===== src/i2cerm_pkg.sv =====
package i2cerm_pkg;

  localparam int unsigned LastStep = 145;
  localparam logic [6:0] DevSelReset = 7'd80;

  typedef enum logic [2:0] {
    ACT_NONE,
    ACT_SCL_HI,
    ACT_SCL_LO,
    ACT_SDA_HI,
    ACT_SDA_LO,
    ACT_SDA_BIT,
    ACT_SAMPLE
  } act_t;

  typedef enum logic [1:0] {
    BYTE_SEL_W,
    BYTE_ADDR_HI,
    BYTE_ADDR_LO,
    BYTE_SEL_R
  } byte_src_t;

  typedef struct packed {
    act_t      act;
    byte_src_t byte_src;
    logic [2:0] bit_idx;
  } step_dec_t;

  typedef struct packed {
    logic       scl_released;
    logic       sda_released;
    logic       busy_res;
    logic       refused;
    logic       done_res;
    logic [7:0] read_data;
  } res_t;

  function automatic act_t start_act(input logic [1:0] k);
    act_t a;
    case (k)
      2'd0:    a = ACT_SDA_HI;
      2'd1:    a = ACT_SCL_HI;
      2'd2:    a = ACT_SDA_LO;
      default: a = ACT_SCL_LO;
    endcase
    return a;
  endfunction

  // One byte slot: eight bits of three steps each, then a released ack clock.
  function automatic step_dec_t send_dec(input logic [4:0] r, input byte_src_t src);
    step_dec_t d;
    logic [2:0] b;
    logic [4:0] sub;
    b = 3'd0;
    for (int k = 1; k < 8; k++) begin
      if (r >= 5'(3 * k)) begin
        b = 3'(k);
      end
    end
    sub = r - 5'(3 * b);
    d.byte_src = src;
    d.bit_idx = b;
    if (r < 5'd24) begin
      if (sub == 5'd0) begin
        d.act = ACT_SDA_BIT;
      end else if (sub == 5'd1) begin
        d.act = ACT_SCL_HI;
      end else begin
        d.act = ACT_SCL_LO;
      end
    end else if (r == 5'd24 || r == 5'd25) begin
      d.act = ACT_SDA_HI;
    end else if (r == 5'd26) begin
      d.act = ACT_SCL_HI;
    end else begin
      d.act = ACT_SCL_LO;
    end
    return d;
  endfunction

  function automatic step_dec_t step_decode(input logic [7:0] s);
    step_dec_t d;
    logic [7:0] j;
    d.act = ACT_NONE;
    d.byte_src = BYTE_SEL_W;
    d.bit_idx = 3'd0;
    if (s == 8'd0) begin
      d.act = ACT_NONE;
    end else if (s <= 8'd4) begin
      d.act = start_act(2'(s - 8'd1));
    end else if (s <= 8'd88) begin
      j = s - 8'd5;
      if (j >= 8'd56) begin
        d = send_dec(5'(j - 8'd56), BYTE_ADDR_LO);
      end else if (j >= 8'd28) begin
        d = send_dec(5'(j - 8'd28), BYTE_ADDR_HI);
      end else begin
        d = send_dec(5'(j), BYTE_SEL_W);
      end
    end else if (s <= 8'd92) begin
      d.act = start_act(2'(s - 8'd89));
    end else if (s <= 8'd120) begin
      d = send_dec(5'(s - 8'd93), BYTE_SEL_R);
    end else if (s == 8'd121) begin
      d.act = ACT_SDA_HI;
    end else if (s <= 8'd137) begin
      d.act = (s[0] == 1'b0) ? ACT_SCL_HI : ACT_SAMPLE;
    end else begin
      case (s)
        8'd138:  d.act = ACT_SDA_HI;
        8'd139:  d.act = ACT_SCL_HI;
        8'd140:  d.act = ACT_SCL_LO;
        8'd141:  d.act = ACT_SDA_HI;
        8'd142:  d.act = ACT_SCL_LO;
        8'd143:  d.act = ACT_SDA_LO;
        8'd144:  d.act = ACT_SCL_HI;
        default: d.act = ACT_SDA_HI;
      endcase
    end
    return d;
  endfunction

endpackage


===== src/i2cerm_core.sv =====
module i2cerm_core
  import i2cerm_pkg::*;
(
  input  logic        clk,
  input  logic        rst,
  input  logic        en,
  input  logic        kind,
  input  logic [15:0] mem_address,
  input  logic        sda_level,
  input  logic        cfg_write,
  input  logic [6:0]  cfg_data,
  output res_t        res
);

  logic [7:0]  step_count, step_count_next;
  logic [15:0] address_hold, address_hold_next;
  logic [7:0]  receive_shift, receive_shift_next;
  logic        scl_pin, scl_pin_next;
  logic        sda_pin, sda_pin_next;
  logic [6:0]  device_select;

  step_dec_t  dec;
  logic [7:0] tx_byte;
  logic       refused_c;
  logic       done_c;

  always_comb begin
    dec = step_decode(step_count);
    case (dec.byte_src)
      BYTE_SEL_W:   tx_byte = {device_select, 1'b0};
      BYTE_ADDR_HI: tx_byte = address_hold[15:8];
      BYTE_ADDR_LO: tx_byte = address_hold[7:0];
      default:      tx_byte = {device_select, 1'b1};
    endcase
  end

  always_comb begin
    step_count_next = step_count;
    address_hold_next = address_hold;
    receive_shift_next = receive_shift;
    scl_pin_next = scl_pin;
    sda_pin_next = sda_pin;
    refused_c = 1'b0;
    done_c = 1'b0;
    if (kind == 1'b0) begin
      if (step_count != 8'd0) begin
        refused_c = 1'b1;
      end else begin
        address_hold_next = mem_address;
        receive_shift_next = 8'd0;
        step_count_next = 8'd1;
      end
    end else if (step_count != 8'd0) begin
      unique case (dec.act)
        ACT_SCL_HI:  scl_pin_next = 1'b1;
        ACT_SCL_LO:  scl_pin_next = 1'b0;
        ACT_SDA_HI:  sda_pin_next = 1'b1;
        ACT_SDA_LO:  sda_pin_next = 1'b0;
        ACT_SDA_BIT: sda_pin_next = tx_byte[3'd7 - dec.bit_idx];
        ACT_SAMPLE: begin
          receive_shift_next = {receive_shift[6:0], sda_level};
          scl_pin_next = 1'b0;
        end
        default: ;
      endcase
      if (step_count == 8'(LastStep)) begin
        step_count_next = 8'd0;
        done_c = 1'b1;
      end else begin
        step_count_next = step_count + 8'd1;
      end
    end
  end

  always_comb begin
    res.scl_released = scl_pin_next;
    res.sda_released = sda_pin_next;
    res.busy_res = (step_count_next != 8'd0);
    res.refused = refused_c;
    res.done_res = done_c;
    res.read_data = receive_shift_next;
  end

  always_ff @(posedge clk) begin
    if (rst) begin
      step_count <= 8'd0;
      address_hold <= 16'd0;
      receive_shift <= 8'd0;
      scl_pin <= 1'b1;
      sda_pin <= 1'b1;
      device_select <= DevSelReset;
    end else begin
      if (cfg_write) begin
        device_select <= cfg_data;
      end
      if (en) begin
        step_count <= step_count_next;
        address_hold <= address_hold_next;
        receive_shift <= receive_shift_next;
        scl_pin <= scl_pin_next;
        sda_pin <= sda_pin_next;
      end
    end
  end

endmodule


===== src/i2c_eeprom_random_read_master_unit.sv =====
// I2C master for a one-byte EEPROM random read. A request transfer (kind 0) latches
// the 16-bit memory address when idle; each tick transfer (kind 1) then advances the bus by one
// pin step, and a full read takes 145 ticks ending in a NACK and a STOP. Every input
// transfer yields exactly one result transfer carrying the pin levels, busy, refused,
// done and the receive byte. One input transfer is taken per clock cycle while in_stall is
// low, and its result is registered. The step decode and state update sit between the
// sequencer state and a two-entry output register, so the input side keeps accepting while
// a single result waits and stalls only when both entries are full.
module i2c_eeprom_random_read_master_unit
  import i2cerm_pkg::*;
(
  input  logic        clk,
  input  logic        rst,
  input  logic        in_valid,
  output logic        in_stall,
  input  logic        kind,
  input  logic [15:0] mem_address,
  input  logic        sda_level,
  output logic        out_valid,
  input  logic        out_stall,
  output logic        scl_released,
  output logic        sda_released,
  output logic        busy_res,
  output logic        refused,
  output logic        done_res,
  output logic [7:0]  read_data,
  input  logic        cfg_write,
  input  logic [6:0]  cfg_data
);

  res_t res_c;
  res_t out_res;
  res_t skid_res;
  logic skid_valid;
  logic accept;
  logic take;

  assign in_stall = skid_valid;
  assign accept = in_valid && !skid_valid;
  assign take = out_valid && !out_stall;

  i2cerm_core u_core (
    .clk         (clk),
    .rst         (rst),
    .en          (accept),
    .kind        (kind),
    .mem_address (mem_address),
    .sda_level   (sda_level),
    .cfg_write   (cfg_write),
    .cfg_data    (cfg_data),
    .res         (res_c)
  );

  always_ff @(posedge clk) begin
    if (rst) begin
      out_valid <= 1'b0;
      skid_valid <= 1'b0;
    end else if (take) begin
      if (skid_valid) begin
        out_res <= skid_res;
        skid_valid <= 1'b0;
      end else if (accept) begin
        out_res <= res_c;
      end else begin
        out_valid <= 1'b0;
      end
    end else if (accept) begin
      if (!out_valid) begin
        out_res <= res_c;
        out_valid <= 1'b1;
      end else begin
        skid_res <= res_c;
        skid_valid <= 1'b1;
      end
    end
  end

  assign scl_released = out_res.scl_released;
  assign sda_released = out_res.sda_released;
  assign busy_res = out_res.busy_res;
  assign refused = out_res.refused;
  assign done_res = out_res.done_res;
  assign read_data = out_res.read_data;

`ifndef SYNTHESIS
  a_skid_behind_out: assert property (@(posedge clk) disable iff (rst)
    skid_valid |-> out_valid)
    else $error("Skid entry holds a result while the output entry is empty.");

  a_skid_fill: assert property (@(posedge clk) disable iff (rst)
    $rose(skid_valid) |-> $past(out_valid && out_stall))
    else $error("Skid entry filled without a stalled output.");

  a_done_idle: assert property (@(posedge clk) disable iff (rst)
    (out_valid && done_res) |-> (!busy_res && !refused))
    else $error("Done result reports busy or refused.");

  a_refused_busy: assert property (@(posedge clk) disable iff (rst)
    (out_valid && refused) |-> busy_res)
    else $error("Refused result reports idle.");
`endif

endmodule


===== config.mk =====
export PLATFORM = sky130hd
export DESIGN_NAME = i2c_eeprom_random_read_master_unit
export DESIGN_NICKNAME = d
export VERILOG_FILES = /design/src/i2cerm_pkg.sv /design/src/i2cerm_core.sv /design/src/i2c_eeprom_random_read_master_unit.sv
export SDC_FILE = /design/constraint.sdc
export NUM_CORES = 1
export LEC_CHECK = 0
export ABC_AREA = 1
export BUFFER_PORTS_ARGS = -buffer_cell sky130_fd_sc_hd__buf_2
export CAP_MARGIN = 5
export CORE_UTILIZATION = 55
export DETAILED_ROUTE_END_ITERATION = 8
export GPL_TIMING_DRIVEN = 1
export PLACE_DENSITY = 0.74
export SLEW_MARGIN = 30
export SYNTH_ARGS = -nofsm -noshare
export SYNTH_HDL_FRONTEND = slang
export SYNTH_SLANG_ARGS = --single-unit

===== constraint.sdc =====
create_clock -name clk -period 7.1 [get_ports clk]
set_input_delay 0.355 -clock clk [delete_from_list [all_inputs] [get_ports clk]]
set_output_delay 0.355 -clock clk [all_outputs]
set_load 0.01 [all_outputs]

==> Word-level counts from Yosys, hierarchy flattened <==
Index checks and enable logic that the tools add are counted.
{ "word_totals": {"input_bits": 30, "regBits": 69, "rom_bits": 0, "latch_bits": 0, "mem_count": 0, "ramBits": 0} }
{ "classes": {"muxes": 115, "n_eq_ne": 38, "div": 0, "magnitude_cmp": 40, "reduce_logical": 29, "n_addsub": 12, "shifts": 0, "bitwise": 4, "mul": 4} }
{ "ops": {"columns": ["op", "count"], "rows": [
  ["two-way mux 3 bit", 53],
  ["two-way mux 8 bit", 11],
  ["two-way mux 13 bit", 5],
  ["equality test 5 bit (second input constant)", 12],
  ["greater-or-equal comparator 5 x 4 -> 1 bit (second input constant)", 12],
  ["equality test 8 bit (second input constant)", 6],
  ["greater-or-equal comparator 5 bit (second input constant)", 8],
  ["two-way mux 2 bit", 17],
  ["one-hot mux 3 bit (3 select lines)", 3],
  ["less-or-equal comparator 8 x 7 -> 1 bit (second input constant)", 3],
  ["one-hot mux 8 bit (3 select lines)", 1],
  ["equality test 5 x 1 -> 1 bit (second input constant)", 4],
  ["greater-or-equal comparator 5 x 2 -> 1 bit (second input constant)", 4],
  ["greater-or-equal comparator 5 x 3 -> 1 bit (second input constant)", 4],
  ["zero test 5 bit", 4],
  ["less-than comparator 5 bit (second input constant)", 4],
  ["multiplier 2 x 3 -> 5 bit (first input constant)", 4],
  ["two-way mux 5 bit", 4],
  ["subtractor 5 bit", 4],
  ["two-way mux 1 bit", 18],
  ["nonzero test 8 bit", 2],
  ["subtractor 5 bit (second input constant)", 3],
  ["equality test 3 bit (second input constant)", 3],
  ["adder 8 x 1 -> 8 bit (second input constant)", 1],
  ["other kinds (29)", 52]
]} }

==> Logic depth before layout (Yosys ltp) <==
{ "depth": {"depth_word": 36, "depth_mapped": 44, "depth_no_buf": 41} }

==> Cells and area by module <==
Synthesis repeated with hierarchy kept, for this count alone.
{ "unflattened": {"cells_unflattened": 963, "hier_area_um2": 6388.6} }
{ "by_module_without_submodules": {"columns": ["module", "cells_per_inst", "seq_area_each_um2", "area_per_inst_um2", "n_inst"], "rows": [
  ["i2cerm_core", 873, 820.8, 5265.0, 1],
  ["i2c_eeprom_random_read_master_unit", 90, 820.8, 1123.6, 1]
]} }

==> Worst setup path before layout <==
OpenSTA, ideal clock, no wires.
{ "synth_path": {"path_kind": "reg-to-reg", "start": "register u_core.step_count[0]", "end": "register out_res (netlist bit read_data[1]), data pin", "arrival_ns": 4.870, "setup_slack_ns": 1.977, "period_less_slack_ns": 5.123, "required_ns": 6.847, "stages_incl_launch_ff": 40, "cell_sequence": "dfxtp_1 > inv_1 > ha_1 > buf_4 > nand2_1 > nand2_2 > buf_4 > ha_1 > inv_1 > nand3_1 > o21ai_0 > inv_1 > nand3_1 > inv_1 > nand2_1 > nand3_1 > inv_1 > fa_1 > [... 4 more ...] > inv_1 > nand2_1 > nand2_1 > nand2_1 > nand2_1 > nand2_1 > nand2_1 > nand2_1 > nand2_1 > nand2_1 > nand2_2 > nor2_4 > buf_6 > nand4_1 > nand3_1 > nand2_1 > nand2_1 > nand2_1"} }
{ "synth_lines": {"columns": ["item", "line", "text"], "rows": [
  ["start: declaration", "i2cerm_core.sv:15", "logic [7:0] step_count, step_count_next;"],
  ["start signal: assignment", "i2cerm_core.sv:97", "step_count <= step_count_next;"],
  ["end signal: assignment", "i2c_eeprom_random_read_master_unit.sv:60", "out_res <= skid_res;"],
  ["end signal: assignment", "i2c_eeprom_random_read_master_unit.sv:63", "out_res <= res_c;"],
  ["end signal: assignment", "i2c_eeprom_random_read_master_unit.sv:69", "out_res <= res_c;"],
  ["end: declaration", "i2c_eeprom_random_read_master_unit.sv:32", "res_t out_res;"]
]} }

==> results.py <==
metrics = {
    "drt": {
        "dr_total_vias": 6121,
        "drtAntennaViolNets": 0,
        "drtPass1Iterations": 5,
        "wire_per_inst_um": 14.1,
        "drc_errors": 0,
        "routed_wl_mm": 16.0,
        "post_drt_via_cell_ratio": 5.38,
        "first_iter_violations": 517,
    },
    "min_path": {
        "whs_endpoint": "u_core.device_select[4]$_SDFFE_PP1P_",
        "hold_path_startpoint": "cfg_data[4]",
        "worstHoldPathCells": 3,
        "min_path_type": "in2reg",
    },
    "final_layout": {
        "syn_to_final_growth_pct": 8.01,
        "antenna_cells": 0,
        "drive_above_1_share_pct": 10.2,
        "final_util_pct": 60.8,
        "nNetsFinal": 1070,
        "nFillCells": 1083,
    },
    "critical_path": {
        "rrSetupSlack_ns": 0.99,
        "endpoint_kind": "register",
        "path_delay_family": "simple AND/OR/NAND/NOR gates",
        "cp_num_buf_inv": 8,
        "crit_type": "reg2reg",
        "cp.arrival_ns": 6.33,
        "cpMaxStageDelayCell": "ha_1",
        "crit_fanout": 18,
        "ff2ff_path_depth": 38,
        "critPathRequiredTime_ns": 7.32,
        "timing.rr.end": "read_data[6]$_DFFE_PP_",
        "critPathLaunchType": "register",
        "r2r_start": "u_core.step_count[0]$_SDFFE_PP0P_",
        "critical_path.max_stage_delay_ns": 0.44,
        "cpMostUsedCell": "nand2_1",
    },
    "pwr": {
        "p_leak_uw": 0.00340,
        "clkPwrFrac_pct": 18.0,
        "seq_power_share_pct": 23.9,
        "powerDensity_nw_per_um2": 297,
        "netSwitchingFraction_pct": 46.3,
        "combinationalPowerShare_pct": 58.1,
        "vdd_drop_max_mv": 0.204,
        "internal-power_uw": 1050,
        "switchingPower_uw": 907,
    },
    "clocking": {
        "cts.clk_slew.worst_paths_ns": 0.07,
        "cts_made_buffers": 9,
        "cts_resized": 0,
        "postCtsHoldBufs": 0,
        "clockBufferDepth": 2,
        "cts_tree": "done",
        "root_buffer": "clkbuf_8",
        "post_cts_buffers": 0,
        "cts_max_level": 3,
        "insertion_delay_ns": 0.35,
        "cts_sinks": 69,
    },
    "sta": {
        "hold_viol_final": 0,
        "tns_ns": 0,
        "rsz0062_at_grt": "false",
        "fin_crit_ns": 6.11,
        "fin_crit_sh_pct": 86.1,
        "fin_skew_ns": 0.0137,
        "maxSlewHeadroom_pct": 45.8,
        "worstMarginPinSlew_ns": 0.813,
        "drv_slew": 0,
        "fmax_ghz": 0.164,
        "finalSetupViolCount": 0,
    },
    "synth": {
        "synth_top_area_share_pct": 18.9,
        "ys_types": 47,
        "ys_async_sr_fraction_pct": 0,
        "synth_flop_cell": "dfxtp_1",
        "synth-edff-count": 26,
        "synth_nets": 1040,
        "ys_top_cells_by_area": "nand2_1, dfxtp_1, edfxtp_1",
        "yosysWarnings": 0,
        "avgSynthCellArea_sq_um": 6.35,
        "syn_area_sq_um": 6110,
        "yosysMostFrequentCell": "nand2_1",
        "synth.top_cells.by_count": "nand2_1, inv_1, nand3_1, nor2_1, a21oi_1",
        "synth_area_leader_cell": "nand2_1",
        "syn_inst": 962,
        "seq_area_frac_synth_pct": 26.9,
        "synth-seq-cells": 69,
    },
    "die": {
        "row_count": 38,
        "start_util_pct": 56.3,
        "die_w_um": 107,
        "dieArea_sq_um": 11500,
        "core_sq_um": 10800,
        "ios": 45,
        "die_h_um": 107,
    },
    "global_route": {
        "grt_pass1_wl_mm": 26.9,
        "gr-usage-met1_pct": 40.3,
        "grt_max_degree": 30,
        "grt_use_total_pct": 29.3,
        "top_usage_layer": "met2",
        "use_met2_pct": 46.8,
        "grt_pass1_vias": 5656,
        "overflow": 0,
        "antenna_found_initial": 0,
        "grt.met3_usage_pct": 5.08,
    },
    "place": {
        "portBuffers": 44,
        "hpwlAfterDp_mm": 11.8,
        "routabilityCongestion": 0.965,
    },
    "job": {
        "drv_cap": 0,
    },
    "status": {
        "status": "finished, final reports clean",
    },
}
==> stage by stage <==
step	cell area (sq um)	worst slack (ns)	instances	hold slack [ns]	total power (uW)
after floorplan	6110	1.98	962	0.425	1370
after global placement	6380	1.35	1121	0.442	1580
after detailed placement	6380	1.16	1121	0.447	1590
after CTS	6590	1.08	1137	0.200	1950
after global routing	6600	0.338	1137	0.207	2150
final	6600	0.988	1137	0.215	1960
==> registers in the layout, summed over array words and instances, names as in the netlist, 7 cells and up <==
signal                flops
u_core.device_select      7
read_data                 8
u_core.receive_shift      8
u_core.address_hold      16
u_core.step_count         8
skid_res                 13
==> per-layer routing <==
metal | vias up | part of all wire [%]
met4 | 0 | 1.4
li1 | 3161 | -
met3 | 28 | 7.2
met2 | 236 | 45
met5 | - | 0
met1 | 2696 | 47
==> worst register-to-register path: cells and delay by family, from the launching register on <==
family / cells / cell delay (ns)
and+or+nand+nor: 24 / 2.80
buffers and inverters: 8 / 1.10
adders and majority gates: 4 / 1.54
AOI/OAI and AO/OA: 2 / 0.27
DFF: 1 / 0.30
==> cells in the final DEF, fill, tap and decap left out, types with 2 or more instances in the layout <==
master and instances:
nand2_2 13, inv_1 124, xor2_1 8, a31oi_1 4, o21bai_1 2, o22ai_1 5
bufinv_16 2, a21oi_1 63, nor4_1 2, clkbuf_8 9, nand2_4 3, edfxtp_1 26
fa_1 8, buf_4 3, nand4_1 20, nor2_1 76, dfxtp_1 43, o21ai_0 43
a21oi_2 2, o21ai_1 8, nand2_1 306, nand3_1 90, nor3_1 6, xnor2_1 4
nor2_4 2, nand3b_1 5, clkinv_4 2, ha_1 40, clkinv_1 3, inv_2 12
buf_2 44, clkinvlp_4 2
==> power groups by stage <==
stage | Combinational, uW | Sequential [uW] | Clock [uW]
floorplan | 898 | 473 | 0
global placement | 1100 | 476 | 0
detailed placement | 1120 | 476 | 0
CTS | 1130 | 468 | 360
global route | 1310 | 471 | 376
finish | 1140 | 468 | 352
==> worst max-delay path by stage <==
| stage | start | endpoint | slack [ns] | cells after the start |
|---|---|---|---|---|
| 3_5_place_dp | u_core.step_count[0]$_SDFFE_PP0P_ | read_data[2]$_DFFE_PP_ | 1.16 | 38 |
| 6_report | u_core.step_count[0]$_SDFFE_PP0P_ | read_data[6]$_DFFE_PP_ | 0.99 | 38 |
| 5_1_grt | u_core.step_count[0]$_SDFFE_PP0P_ | read_data[5]$_DFFE_PP_ | 0.34 | 38 |
| 2_1_floorplan | u_core.step_count[0]$_SDFFE_PP0P_ | read_data[1]$_DFFE_PP_ | 1.98 | 39 |
| 3_3_place_gp | u_core.step_count[0]$_SDFFE_PP0P_ | read_data[7]$_DFFE_PP_ | 1.35 | 38 |
| 4_1_cts | u_core.step_count[0]$_SDFFE_PP0P_ | read_data[0]$_DFFE_PP_ | 1.08 | 38 |
==> kinds of logic (layout without fill, tap and decap cells) <==
kind of cell	after synthesis	count (layout)	synth area share, %
flops	69	69	26.9
fa+ha+maj	48	48	10.8
compound gates	136	136	12.1
buf+inv	169	204	11.3
xor+xnor	12	12	1.72
simple gates	528	528	37.2
==> cell type report <==
class	instances	area (sq um)	area share, %
flip-flops and latches	69	1640	24.9
clock buffers	10	128	1.94
clock inverters	6	88.8	1.35
well taps	140	175	2.66
multi-input cells	724	3780	57.4
repair buffers	47	243	3.68
inverters	141	537	8.14
Note: power is estimated with default switching activity, not from simulation.
